==> src/sv/pcik_pkg.sv <==
`default_nettype none
package pcik_pkg;

    localparam int unsigned MAX_BONES = 5;
    localparam int unsigned IDX_W = 3;
    localparam int unsigned POS_W = 28;      // internal position, Q.16
    localparam int unsigned VEC_W = 29;      // differences of positions
    localparam int unsigned MUL_W = 33;      // shared multiplier operand width
    localparam int unsigned TRIG_W = 33;     // CORDIC x/y, Q2.30
    localparam int unsigned ZACC_W = 26;     // CORDIC angle, 2^24 per turn

    localparam logic signed [TRIG_W-1:0] CORDIC_K30 = 33'sd652032874;
    localparam logic [31:0] RAD_TO_BAM_Q8 = 32'd2670177;

    // register map, word index
    localparam logic [2:0] REG_LEN_A = 3'd0;
    localparam logic [2:0] REG_LEN_B = 3'd1;
    localparam logic [2:0] REG_LEN_C = 3'd2;
    localparam logic [2:0] REG_LEN_D = 3'd3;
    localparam logic [2:0] REG_LEN_E = 3'd4;
    localparam logic [2:0] REG_GAIN  = 3'd5;
    localparam logic [2:0] REG_STOP  = 3'd6;

    localparam logic [15:0] LEN_A_RST = 16'd1792;
    localparam logic [15:0] LEN_B_RST = 16'd3456;
    localparam logic [15:0] LEN_C_RST = 16'd2816;
    localparam logic [15:0] LEN_D_RST = 16'd896;
    localparam logic [15:0] LEN_E_RST = 16'd1024;
    localparam logic [23:0] GAIN_RST  = 24'd168;
    localparam logic [15:0] STOP_RST  = 16'd1;

    typedef enum logic [4:0] {
        ST_IDLE,
        ST_FK_START,
        ST_FK_WAIT,
        ST_FK_MC,
        ST_FK_MS,
        ST_FK_AS,
        ST_D_SUB,
        ST_D_M1,
        ST_D_M2,
        ST_D_M3,
        ST_D_CMP,
        ST_U_M1,
        ST_U_M2,
        ST_U_DOT,
        ST_U_G1,
        ST_U_G2,
        ST_U_G3,
        ST_U_K1,
        ST_U_K2,
        ST_U_K3,
        ST_DONE
    } state_t;

    // atan(2^-i) in 2^24-per-turn units
    function automatic logic [ZACC_W-1:0] atan_lut(input logic [3:0] i);
        logic [ZACC_W-1:0] v;
        unique case (i)
            4'd0:  v = 26'd2097152;
            4'd1:  v = 26'd1238021;
            4'd2:  v = 26'd654136;
            4'd3:  v = 26'd332050;
            4'd4:  v = 26'd166669;
            4'd5:  v = 26'd83416;
            4'd6:  v = 26'd41718;
            4'd7:  v = 26'd20860;
            4'd8:  v = 26'd10430;
            4'd9:  v = 26'd5215;
            4'd10: v = 26'd2608;
            4'd11: v = 26'd1304;
            4'd12: v = 26'd652;
            4'd13: v = 26'd326;
            4'd14: v = 26'd163;
            default: v = 26'd81;
        endcase
        return v;
    endfunction

endpackage
`default_nettype wire

==> src/sv/pcik_mul.sv <==
`default_nettype none
// signed multiplier, product registered
module pcik_mul (
    input  wire                                      aclk,
    input  wire logic signed [pcik_pkg::MUL_W-1:0]   a,
    input  wire logic signed [pcik_pkg::MUL_W-1:0]   b,
    output logic signed [2*pcik_pkg::MUL_W-1:0]      prod
);
    logic signed [2*pcik_pkg::MUL_W-1:0] prod_reg;

    always_ff @(posedge aclk) begin
        prod_reg <= a * b;
    end

    assign prod = prod_reg;
endmodule
`default_nettype wire

==> config.mk <==
export PLATFORM = sky130hd
export DESIGN_NAME = pcik_mul
export DESIGN_NICKNAME = d
export VERILOG_FILES = /design/src/sv/pcik_pkg.sv /design/src/sv/pcik_mul.sv
export SDC_FILE = /design/constraint.sdc
export NUM_CORES = 2
export LEC_CHECK = 0
export ABC_AREA = 1
export BUFFER_PORTS_ARGS = -buffer_cell sky130_fd_sc_hd__buf_2
export CAP_MARGIN = 20
export CORE_MARGIN = 1.5
export CORE_UTILIZATION = 37
export CTS_CLUSTER_DIAMETER = 200
export DETAILED_ROUTE_END_ITERATION = 8
export HOLD_SLACK_MARGIN = 0.02
export PLACE_DENSITY = 0.52
export REMOVE_ABC_BUFFERS = 1
export SETUP_SLACK_MARGIN = 0.05
export SLEW_MARGIN = 20
export SYNTH_ARGS = -nofsm -noshare
export SYNTH_HDL_FRONTEND = slang
export SYNTH_SLANG_ARGS = --single-unit
==> constraint.sdc <==
create_clock -name aclk -period 17.3 [get_ports aclk]
set_input_delay 0.865 -clock aclk [delete_from_list [all_inputs] [get_ports aclk]]
set_output_delay 0.865 -clock aclk [all_outputs]
set_load 0.02 [all_outputs]
# [Yosys cells after proc, flatten, opt, wreduce, memory -nomap -nowiden]
# Index checks and enable logic that the tools add are counted.
[op_classes] multipliers=1
[ops] operator="multiplier 33 x 33 -> 66 bit" count=1
[word_totals] out_inout_bits=66 input_bits=67 word_cells=2 regBits=66

# [Depth between registers and ports, before layout]
[logic_depth] word_depth=1 mapped_depth=34 mapped_depth_nobuf=32

# [Worst setup path before layout]
# Ideal clock, no wire load.
[synth_path] kind="input to register" from="input port a[32] in the netlist's numbering" to="register prod_reg, in the netlist prod[60]" stages=23 setup_ps=113 path_slack_ps=9679 n_path_buf=2 t_arrival_ps=7508 t_required_ps=17187 cell_sequence="clkbuf_1 > clkbuf_1 > nand2_1 > inv_1 > fa_1 > fa_1 > fa_1 > fa_1 > inv_1 > fa_1 > fa_1 > fa_1 > fa_1 > inv_1 > ha_1 > nand2_1 > nor2_1 > inv_1 > nor3_1 > nand2_1 > and2_0 > nand4_1 > nand2_1"
[synth_between] elab_chain_cells=1
[synth_rtl] element="from (decl)" line_no="pcik_mul.sv:5" text="input wire logic signed [pcik_pkg::MUL_W-1:0] a,"
[synth_rtl] element="multiplier 33 x 33 -> 66 bit" line_no="pcik_mul.sv:12" text="prod_reg <= a * b;"
[synth_rtl] element="to (signal assigned)" line_no="pcik_mul.sv:12"
[synth_rtl] element="to (decl)" line_no="pcik_mul.sv:9" text="logic signed [2*pcik_pkg::MUL_W-1:0] prod_reg;"
# No other way between the ends.

# [Worst setup path in the final report]
[layout_path] from="input port b[6] in the netlist's numbering" to="register prod_reg, in the netlist prod[60]"
[layout_between] elab_chain_cells=1
[layout_rtl] element="from (decl)" line_no="pcik_mul.sv:6" text="input wire logic signed [pcik_pkg::MUL_W-1:0] b,"
[layout_rtl] element="multiplier 33 x 33 -> 66 bit" line_no="pcik_mul.sv:12"
# No other way between the ends.

==> summary.md <==
| Metric | Value |
|---|---|
| Status | finished clean |
| Crit. End Element | flop |
| Final Hold Fails | 0 |
| HP Class | input port to flop |
| CTS Hold Bufs | 0 |
| Critical path peak fanout | 33 |
| Place WS | 8.52 ns |
| CTS tree | done |
| Num CTS Buffers | 9 |
| Via density | ~4.6 |
| WL per Instance | ~18 µm |
| Core Box Area | about 120000 µm² |
| Number of flip-flops in the largest register | 66 |
| FF+latch count, synth | 66 |
| Area fraction of the dominant cell type after synthesis | 53.1% |
| Filler cells | between 10000 and 15000 |
| GP Congestion | 0.962 |
| Count leader, synth | inv_1 |
| Number of enable flip-flop cells after synthesis | 0 |
| TritonRoute pass-1 iters | 6 |
| Synth warn | 0 |
| Period Utilization, post-route | 48.1% |
| CTS max path bufs | 2 |
| Die height | about 340 µm |
| Rows | around 130 |
| Setup TNS | 0 ns |
| Nets | 6902 |
| Setup WS post-layout | ~9 ns |
| Yosys top cell by area | fa_1 |
| Slew Limit Fails | 0 |
| Post-CTS resize count | 0 |
| Vias in the first global route | 35781 |
| Cell variety after synth | 35 |
| Layout cells sized above 1 | between 4 and 5% |
| RSZ-0062 raised after global routing | no |
| Cell count after synthesis | between 5000 and 6000 |
| Critical Path AT | roughly 8.6 ns |
| Post-Syn Area | 43200 µm² |
| CP Data Required Time | 17.60 ns |
| Die area | 119000 µm² |
| Top post-synthesis cells by area | fa_1 53%, inv_1 16%, nand2_1 13% |
| Post-CTS setup buffers | 0 |
| Async SR Flop Fraction | 0% |
| Total track usage | 22.1% |
| Detailed Route WL | approximately 120000 µm |
| Crit-path slowest cell | fa_1 |
| CTS sink cnt | between 60 and 70 |
| Initial Util | 37.3% |
| Worst setup SP type | input port |
| Seq/Total Area, Yosys | between 3 and 4% |
| Tmin final | about 8.3 ns |
| # IOs | between 100 and 150 |
| DIE WIDTH | approximately 340 µm |
| H-tree levels | 3 |
| GRT overflow | 0 |
| Antenna violations before repair | 5 |
| Final setup fails | 0 |
| Antenna Violating Nets Remaining | 0 |
| Synth cell count leaders | 1894 x inv_1, 1517 x nand2_1, 1145 x fa_1 |
| Area Overhead vs Synth | 5.23% |
| Initial DRC count | 1804 |
| FMAX | 0.120 GHz |
| Relative slew margins | a little over a quarter |
| Number of port buffers | approximately 130 |
| Worst-Margin Slew | between 1 and 1.5 ns |
| First-pass GRT wire length | around 200000 µm |
| Clock-pin slew on the worst setup and hold paths | around 0.09 ns |
| Largest net degree at the start of global routing | 35 |
| DP HPWL | approximately 100000 µm |
| Max-capacitance violation count | 0 |
| Via count | between 30000 and 40000 |
| Critical path class | input port to flop |
| Most frequent CP cell | fa_1 |
| Main synth FF type | dfxtp_1 |
| CP peak stage delay | about 1.2 ns |
| Drc violations | 0 |
| Root Driver | clkbuf_16 |
| Syn avg cell area | 7.79 µm² |
[through the flow]
stage / hold slack (ns) / util, % / instance area (µm²) / std cells
4_1_cts: 1.14 / 39.2 / 45400 / 7002
2_1_floorplan: 0.958 / - / 42200 / 5280
6_report: 1.17 / 39.2 / 45400 / 7003
3_5_place_dp: 1.28 / 38.9 / 45100 / 6986
5_1_grt: 1.18 / 39.2 / 45400 / 7002
3_3_place_gp: 1.28 / 38.9 / 45100 / 6986
[path summary, 6_finish.rpt]
kind | startpoint | endpoint | slack, ns | depth (start not counted)
max | b[6] | prod[60] | 8.99 | 25
min | b[0] | prod[0] | 1.17 | 4
[critical path, delay by kind of cell]
kind	cells	cell delay, ns
fa+ha+maj	9	5.21
buf+inv	7	1.30
simple gates	9	1.19
[layer usage]
| layer | global-route usage [%] | wire, µm |
|---|---|---|
| met5 | 0 | 0 |
| met4 | 3.96 | 2100 |
| met3 | 1.47 | 4340 |
| met2 | 38.7 | 61400 |
| met1 | 30.4 | 55700 |
[layout by cell type, fill, tap and decap left out, drive strengths merged]
| cell type | instances |
|---|---|
| inv | 1897 |
| nand2 | 1534 |
| fa | 1145 |
| ha | 217 |
| buf | 182 |
| nor2 | 154 |
| nand3 | 78 |
| dfxtp | 66 |
| a21oi | 65 |
| xor2 | 37 |
| o21ai | 23 |
| nand4 | 19 |
| o21bai | 14 |
| clkbuf | 9 |
| nor3 | 8 |
| or2 | 6 |
| nor4 | 5 |
| xnor2 | 4 |
| nand3b | 3 |
| and2 | 3 |
| a21o | 2 |
| clkinvlp | 2 |
| clkinv | 2 |
| diode | 1 |
| a21boi | 1 |
| o21a | 1 |
| bufinv | 1 |
[area by class of cell]
class	instances	area [µm²]	share of cell area [%]
antenna	1	2.50	0.00551
clock inverter	7	76.3	0.168
clock buffer	9	225	0.496
inverter	1895	7110	15.7
timing repair buffer	182	1040	2.28
sequential	66	1320	2.91
multi-input combinational	3319	33800	74.3
tap	1524	1910	4.20
[cells by family (layout without fill, tap and decap cells)]
logic type               Yosys count  after routing  synth area share (%)
other                              0              1                     0
AO/OA/AOI/OAI                    106            106                  1.38
adder cells (fa/ha/maj)         1362           1362                  59.4
buffers and inverters           2158           2093                  18.8
AND/OR/NAND/NOR                 1810           1810                  16.6
XOR/XNOR                          41             41                 0.832
flip-flops                        66             66                  3.06
Power is left out: the tool's default activity adds up to more than one toggle a clock period on the data nets, which glitch-free logic cannot reach.
