**src/sv/pcik_pkg.sv**
```systemverilog
`default_nettype none
package pcik_pkg;

    localparam int unsigned MAX_BONES = 5;
    localparam int unsigned IDX_W = 3;
    localparam int unsigned POS_W = 28;      // internal position, Q.16
    localparam int unsigned VEC_W = 29;      // differences of positions
    localparam int unsigned MUL_W = 33;      // shared multiplier operand width
    localparam int unsigned TRIG_W = 33;     // CORDIC x/y, Q2.30
    localparam int unsigned ZACC_W = 26;     // CORDIC angle, 2^24 per turn

    localparam logic signed [TRIG_W-1:0] CORDIC_K30 = 33'sd652032874;
    localparam logic [31:0] RAD_TO_BAM_Q8 = 32'd2670177;

    // register map, word index
    localparam logic [2:0] REG_LEN_A = 3'd0;
    localparam logic [2:0] REG_LEN_B = 3'd1;
    localparam logic [2:0] REG_LEN_C = 3'd2;
    localparam logic [2:0] REG_LEN_D = 3'd3;
    localparam logic [2:0] REG_LEN_E = 3'd4;
    localparam logic [2:0] REG_GAIN  = 3'd5;
    localparam logic [2:0] REG_STOP  = 3'd6;

    localparam logic [15:0] LEN_A_RST = 16'd1792;
    localparam logic [15:0] LEN_B_RST = 16'd3456;
    localparam logic [15:0] LEN_C_RST = 16'd2816;
    localparam logic [15:0] LEN_D_RST = 16'd896;
    localparam logic [15:0] LEN_E_RST = 16'd1024;
    localparam logic [23:0] GAIN_RST  = 24'd168;
    localparam logic [15:0] STOP_RST  = 16'd1;

    typedef enum logic [4:0] {
        ST_IDLE,
        ST_FK_START,
        ST_FK_WAIT,
        ST_FK_MC,
        ST_FK_MS,
        ST_FK_AS,
        ST_D_SUB,
        ST_D_M1,
        ST_D_M2,
        ST_D_M3,
        ST_D_CMP,
        ST_U_M1,
        ST_U_M2,
        ST_U_DOT,
        ST_U_G1,
        ST_U_G2,
        ST_U_G3,
        ST_U_K1,
        ST_U_K2,
        ST_U_K3,
        ST_DONE
    } state_t;

    // atan(2^-i) in 2^24-per-turn units
    function automatic logic [ZACC_W-1:0] atan_lut(input logic [3:0] i);
        logic [ZACC_W-1:0] v;
        unique case (i)
            4'd0:  v = 26'd2097152;
            4'd1:  v = 26'd1238021;
            4'd2:  v = 26'd654136;
            4'd3:  v = 26'd332050;
            4'd4:  v = 26'd166669;
            4'd5:  v = 26'd83416;
            4'd6:  v = 26'd41718;
            4'd7:  v = 26'd20860;
            4'd8:  v = 26'd10430;
            4'd9:  v = 26'd5215;
            4'd10: v = 26'd2608;
            4'd11: v = 26'd1304;
            4'd12: v = 26'd652;
            4'd13: v = 26'd326;
            4'd14: v = 26'd163;
            default: v = 26'd81;
        endcase
        return v;
    endfunction

endpackage
`default_nettype wire

```
**src/sv/pcik_cordic.sv**
```systemverilog
`default_nettype none
// iterative CORDIC, one micro-rotation per cycle
module pcik_cordic (
    input  wire                                     aclk,
    input  wire                                     aresetn,
    input  wire                                     start,
    input  wire logic [15:0]                        angle,
    output logic                                    done,
    output logic signed [pcik_pkg::TRIG_W-1:0]      cos_o,
    output logic signed [pcik_pkg::TRIG_W-1:0]      sin_o
);
    logic                                   busy_reg, busy_next;
    logic                                   done_reg, done_next;
    logic [3:0]                             cnt_reg, cnt_next;
    logic [1:0]                             quad_reg, quad_next;
    logic signed [pcik_pkg::TRIG_W-1:0]     x_reg, x_next, y_reg, y_next;
    logic signed [pcik_pkg::ZACC_W-1:0]     z_reg, z_next;
    logic signed [pcik_pkg::TRIG_W-1:0]     xs, ys;
    logic [15:0]                            biased, resid;
    logic [1:0]                             q;
    logic signed [pcik_pkg::ZACC_W-1:0]     at;

    always_comb begin
        biased = angle + 16'h2000;
        q = biased[15:14];
        resid = angle - {q, 14'b0};
        xs = x_reg >>> cnt_reg;
        ys = y_reg >>> cnt_reg;
        at = $signed(pcik_pkg::atan_lut(cnt_reg));
        busy_next = busy_reg;
        done_next = 1'b0;
        cnt_next = cnt_reg;
        quad_next = quad_reg;
        x_next = x_reg;
        y_next = y_reg;
        z_next = z_reg;
        if (start) begin
            busy_next = 1'b1;
            cnt_next = 4'd0;
            quad_next = q;
            x_next = pcik_pkg::CORDIC_K30;
            y_next = '0;
            z_next = {{2{resid[15]}}, resid, 8'b0};
        end else if (busy_reg) begin
            if (!z_reg[pcik_pkg::ZACC_W-1]) begin
                x_next = x_reg - ys;
                y_next = y_reg + xs;
                z_next = z_reg - at;
            end else begin
                x_next = x_reg + ys;
                y_next = y_reg - xs;
                z_next = z_reg + at;
            end
            cnt_next = cnt_reg + 4'd1;
            if (cnt_reg == 4'd15) begin
                busy_next = 1'b0;
                done_next = 1'b1;
            end
        end
    end

    always_ff @(posedge aclk) begin
        if (!aresetn) begin
            busy_reg <= 1'b0;
            done_reg <= 1'b0;
            cnt_reg  <= '0;
        end else begin
            busy_reg <= busy_next;
            done_reg <= done_next;
            cnt_reg  <= cnt_next;
        end
        quad_reg <= quad_next;
        x_reg    <= x_next;
        y_reg    <= y_next;
        z_reg    <= z_next;
    end

    // quadrant restore
    always_comb begin
        unique case (quad_reg)
            2'd0: begin cos_o = x_reg;  sin_o = y_reg;  end
            2'd1: begin cos_o = -y_reg; sin_o = x_reg;  end
            2'd2: begin cos_o = -x_reg; sin_o = -y_reg; end
            default: begin cos_o = y_reg; sin_o = -x_reg; end
        endcase
    end

    assign done = done_reg;
endmodule
`default_nettype wire
```
**config.mk**
```make
export PLATFORM = sky130hd
export DESIGN_NAME = pcik_cordic
export DESIGN_NICKNAME = d
export VERILOG_FILES = /design/src/sv/pcik_pkg.sv /design/src/sv/pcik_cordic.sv
export SDC_FILE = /design/constraint.sdc
export NUM_CORES = 1
export LEC_CHECK = 0
export BUFFER_PORTS_ARGS = -buffer_cell sky130_fd_sc_hd__buf_2
export CAP_MARGIN = 25
export CORE_ASPECT_RATIO = 0.9
export CORE_MARGIN = 4
export CORE_UTILIZATION = 30
export DETAILED_ROUTE_END_ITERATION = 10
export PLACE_DENSITY = 0.54
export SLEW_MARGIN = 20
export SYNTH_ARGS = -nofsm -noshare
export SYNTH_HDL_FRONTEND = slang
export SYNTH_SLANG_ARGS = --single-unit
export TNS_END_PERCENT = 100
```
**constraint.sdc**
```tcl
create_clock -name aclk -period 13.6 [get_ports aclk]
set_input_delay 0 -clock aclk [delete_from_list [all_inputs] [get_ports aclk]]
set_output_delay 0 -clock aclk [all_outputs]
set_load 0.01 [all_outputs]
```
### After elaboration in Yosys (flattened, before gate mapping)

Memory sizes are Yosys's and may differ from the RTL's. A register that Yosys moved wholly into a read port is not among the register bits.
Cells that the tools add are included.
Widths: inputs -> output; s select.

* flip-flop bits (word level): 100
* memory bits (read-only): 352
* input bits: 19
* output and inout bits: 67
* word-level logic and storage cells: 44
* memories kept: 1

* add/sub/neg operators: 11
* equality and inequality tests: 3
* shift-type cells: 2
* multiplexer cells: 13
* bitwise logic cells: 2
* reductions and logical operators: 4

Memory list
* (name not given): words 16, width 22, rd ports 1, clocked after memory_dff 1, write ports 0, RTL line pcik_pkg.sv:59 `unique case (i)`

Operators with widths (count)
* $pmux 33 s3: 2
* $mux 26: 3
* $add 33x33->33: 2
* $mux 33: 2
* $neg 33->33: 2
* $sshr 33x4->33: 2
* $sub 33x33->33: 2
* $add 26x26->26: 1
* $sub 26x26->26: 1
* $add 16x14->16 const B: 1
* $sub 16x16->16: 1
* $mux 4: 2
* $add 4x1->4 const B: 1
* $eq 4x4->1 const B: 1
* $mux 1: 4
* $reduce_or 3->1: 1
* $eq 2x1->1 const B: 1
* $eq 2x2->1 const B: 1
* $logic_not 2->1: 1
* $not 1->1: 2
* $reduce_bool 2->1: 1
* $reduce_or 2->1: 1

### Depth between registers and ports, before layout

* depth in word-level cells: 4
* depth in mapped cells: 27
* mapped depth without buffers: 22

### Least setup slack after synthesis

Ideal clock, no wire load.

* kind: register to register
* start point: register cnt_reg[1]
* end point: register x_reg[32] (netlist name)
* library setup time: 0.123 ns
* arrival time: 5.129 ns
* required time: 13.477 ns
* path slack: 8.347 ns
* cell stages (with the launch flop): 22
* buffers on the path: 2
* clock period less this slack: 5.253 ns
* cells stage by stage: dfxtp_1 buf_6 buf_12 mux4_2 mux4_2 nor2_1 nor4b_2 nand2_1 nor3_1 a31oi_1 xnor2_1 ha_1 and4_1 nand2_1 a2bb2oi_1 o31ai_1 a221oi_1 o21ai_0 o41ai_1 xnor3_1 nor2_1 mux2_1

* cells in the longest elaborated chain, start to end: 3
* elaborated cells on any way between the ends: 4
* classes of those cells: add/sub (2); shift (1); mux (1)

RTL lines
* start: declaration: RTL line pcik_cordic.sv:14 `logic [3:0] cnt_reg, cnt_next;`
* start signal: assignment: RTL line pcik_cordic.sv:70 `cnt_reg <= cnt_next;`
* $sshr 33x4->33 *: RTL line pcik_cordic.sv:28 `ys = y_reg >>> cnt_reg;`
* $sub 33x33->33 or $add 33x33->33 (tied branches): RTL line pcik_cordic.sv:46, pcik_cordic.sv:50
* $mux 33 *: RTL line pcik_cordic.sv:45 `if (!z_reg[pcik_pkg::ZACC_W-1]) begin`
* end signal: assignment: RTL line pcik_cordic.sv:73 `x_reg <= x_next;`
* end: declaration: RTL line pcik_cordic.sv:16 `logic signed [pcik_pkg::TRIG_W-1:0] x_reg, x_next, y_reg, y_next;`

Mark *: on every way between the ends. The rest lies on a longest branch, timed or not.
A chain may end at the register's enable or synchronous reset.

### Worst setup path in the final report

* start point: register cnt_reg[1]
* end point: register y_reg[29] (netlist name)

* cells in the longest elaborated chain, start to end: 3
* elaborated cells on any way between the ends: 4
* classes of those cells: add/sub (2); shift (1); mux (1)

RTL lines
* $sshr 33x4->33 *: RTL line pcik_cordic.sv:27 `xs = x_reg >>> cnt_reg;`
* $add 33x33->33 or $sub 33x33->33 (tied branches): RTL line pcik_cordic.sv:47, pcik_cordic.sv:51
* $mux 33 *: RTL line pcik_cordic.sv:45
* end signal: assignment: RTL line pcik_cordic.sv:74 `y_reg <= y_next;`
* end: declaration: RTL line pcik_cordic.sv:16

Marks and branches as above.

==> out/results.md <==
## STA
* **Slew headroom** 0.251
* **minimum setup slack in the final design** 7010 ps
* **Layout Skew** 14.2 ps
* **slew at the pin closest to its max-slew limit** 1090 ps
* **worst hold margin** 40.4 ps
* **count of endpoints failing hold in the final timing report** 0
* **final setup TNS** 0 ps
* **final number of max-transition violations** 0
* **highest achievable clock rate** 0.152 GHz
* **RSZ-0062 raised after global routing** no
* **shortest clock period the worst path allows after layout** 6590 ps
* **Setup-failing EPs final** 0
* **portion of the clock cycle consumed by the worst path in the final layout** 0.484

## Detailed routing
* **First DRT Iteration DRCs** 1516
* **Detailed Routing Iterations Pass 1** 8
* **number of nets still failing antenna checks after routing** 0
* **WL per Instance** 18.8 µm
* **Via density** 5.57
* **number of vias after detailed routing** 16.6k
* **Post-route DRC** 0
* **total wire length** 56.2 mm

## Global routing
* **maximum number of pins on one net before global-route repair** 97
* **via count of the first global-routing pass** 15.7k
* **Congestion Overflow GR** 0
* **initial antenna violation count** 0
* **global-route wire length before repair** 88.2 mm
* **global-route usage over all layers** 0.177

## Synthesis
* **number of distinct library cells after synthesis** 101
* **leading cell types by total area after synthesis** sky130_fd_sc_hd__dfxtp_1, sky130_fd_sc_hd__mux4_2, sky130_fd_sc_hd__ha_1
* **proportion of synthesized flip-flops having asynchronous set or reset** 0
* **multiplexer fraction of the synthesized cell area** 0.162
* **fraction of post-synthesis cell area in the top cell type by area** 0.118
* **synthesized netlist net count** 2353
* **main combinational cell family by area after synthesis** compound AO/OA/AOI/OAI gates
* **#FFs+latches synth** 122
* **post-synthesis xor/xnor area fraction** 0.130
* **count of flip-flops with a built-in enable after synthesis** 20
* **sequential cell area fraction in the yosys report** 0.153
* **flip-flop cell with the highest count after synthesis** sky130_fd_sc_hd__dfxtp_1
* **simple-gate share of the synthesized area** 0.188
* **library cell occupying the most area in the post-synthesis netlist** sky130_fd_sc_hd__dfxtp_1
* **synthesis warning total** 0
* **post-synthesis share of cell area spent on full adders, half adders and majority gates** 0.0793
* **synthesized-area fraction occupied by ao, oa, aoi and oai cells** 0.227
* **post-synthesis average cell area** 7.78 µm²
* **Post-Syn Area** 17300 µm²
* **cell count after synthesis** 2226

## Pwr
* **worst vdd ir** 0.0933 mV
* **leakage power of the design** 7.58 nW
* **Total Power Consumption** 4.10 mW
* **Cell Pwr Density** 218 nW/µm²

## Die
* **horizontal die dimension** 261 µm
* **starting utilization of the core area** 0.303
* **standard-cell row count** 83
* **I/O pin count** 86
* **Core Area** 57100 µm²
* **Die Footprint** 61700 µm²
* **DIE HEIGHT** 236 µm

## Placed design
* **placer congestion estimate** 0.924
* **pre-CTS setup slack** 7070 ps
* **post-DP HPWL** 42.0 mm
* **total cell area at the placement stage** 18000 µm²
* **count of input and output buffers** 85
* **DP Cell Count** 2933

## Clock tree
* **clk root buf** sky130_fd_sc_hd__clkbuf_16
* **worst-skew pair later-pin latency** 460 ps
* **Sinks on Clock Net** 122
* **Max H-tree Level** 4
* **clock transition at the registers of the reported paths** 60 ps
* **maximum root-to-sink buffer count** 2
* **number of setup buffers added after CTS** 0
* **number of buffers inserted during clock tree synthesis** 17
* **clock tree from TritonCTS** built

## Critical path
* **endpoint class of the critical path** flop
* **critical path launch point** cnt_reg[1]
* **worst path required time** 13930 ps
* **critical path class** reg2reg
* **nature of the critical path startpoint** flop
* **startpoint of the most critical register-to-register path** cnt_reg[1]
* **critical path peak fanout** 64
* **logic depth of the worst register-to-register path** 22
* **biggest cell delay along the critical path** 930 ps
* **worst-path cell with the longest stage delay** sky130_fd_sc_hd__dfxtp_4
* **Critical Path AT** 6920 ps
* **worst-path cell chain** buf_4 -> mux4_2 -> a222oi_1 -> nand2_1 -> o21ai_0 -> ha_1 -> inv_1 -> nor2_2 -> and4_1 -> a211oi_1 -> a31oi_1 -> o21ai_0 -> ha_1 -> a21o_1 -> a21o_1 -> a221oi_1 -> a31oi_1 -> a31oi_1 -> o211a_1 -> o21ba_2 -> xor2_1 -> o21ai_0

## Finish
* **most frequent cells in the layout** sky130_fd_sc_hd__nand2_1, sky130_fd_sc_hd__nor2_1, sky130_fd_sc_hd__a21oi_1, sky130_fd_sc_hd__o21ai_0, sky130_fd_sc_hd__xnor2_1
* **post-route insts no fill** 2984
* **share of cells above drive strength 1** 0.128
* **Non-Filler Cell Area, Final** 18800 µm²
* **Syn-to-layout area delta** 8.74%
* **leading cell type in the layout, fill and taps excluded** sky130_fd_sc_hd__nand2_1
* **net total in the final layout** 2332
* **Post-Route Utilization** 0.330

## Run
* **number of maximum-capacitance constraint violations** 0

## Min path
* **number of cells on the worst hold path** 2
* **launch point of the worst hold path** start
* **Tightest Hold Check Type** in2reg

## Run status
* **result of the run** complete, no violations

cells by family (layout without fill, tap and decap cells):
| logic type | Yosys count | count (layout) |
|---|---|---|
| adders and majority gates | 108 | 108 |
| buffers and inverters | 218 | 210 |
| muxes | 189 | 189 |
| AOI/OAI and AO/OA | 629 | 629 |
| xor gates and xnor gates | 256 | 256 |
| DFF | 122 | 122 |
| other | 0 | 1 |
| and+or+nand+nor | 704 | 704 |
power breakdown:
part           total [mW]  switching [mW]  internal, mW
clock network       0.472           0.186         0.287
logic                2.84            1.57          1.27
registers           0.789           0.336         0.452
per-layer routing:
layer	wire, µm	global-route usage	vias to the layer above
li1	-	-	8028
met5	0	0	-
met2	24000	0.272	566
met4	782	0.0367	0
met1	27300	0.266	7929
met3	4080	0.0231	84
synth_stat cells, drive strengths merged, types with 20 or more instances:
cell type / instances
a21oi: 198
nand2: 246
buf: 69
nand2b: 23
mux2: 37
ha: 105
a21o: 45
dfxtp: 102
a31oi: 29
o31ai: 21
inv: 48
o21ai: 171
clkbuf: 99
edfxtp: 20
nor2: 234
xor2: 111
mux4: 67
mux2i: 85
a211oi: 27
nor2b: 23
xnor2: 144
nor3: 41
nand3: 28
area by class of cell:
cell class	count	area [µm²]
diodes	1	2.50
clock buffers	20	437
clock inverters	12	150
fillers	6068	38300
inverters	50	188
multi-input cells	1886	13600
flip-flops and latches	122	2660
well taps	765	957
repair buffers	128	811
worst max-delay path, delay by kind of cell, from the launching register on:
family / cells / cell delay (ps)
multiplexers: 1 / 620
buffers and inverters: 2 / 720
AO/OA/AOI/OAI: 13 / 2790
flip-flops: 1 / 930
AND/OR/NAND/NOR: 3 / 630
XOR/XNOR: 1 / 140
adder cells (fa/ha/maj): 2 / 580
worst paths after layout:
path / to / slack [ps]
worst max-delay path: y_reg[29] / 7010
worst min register to register: z_reg[2] / 500
worst min-delay path: y_reg[28] / 40
worst max register to register: y_reg[29] / 7010
repair_timing:
action                    in CTS  in global routing
gates resized for setup        0                  0
hold endpoints to repair      18                  0
hold buffers                  17                  0
No activity file was read; power rests on OpenSTA's default activity.
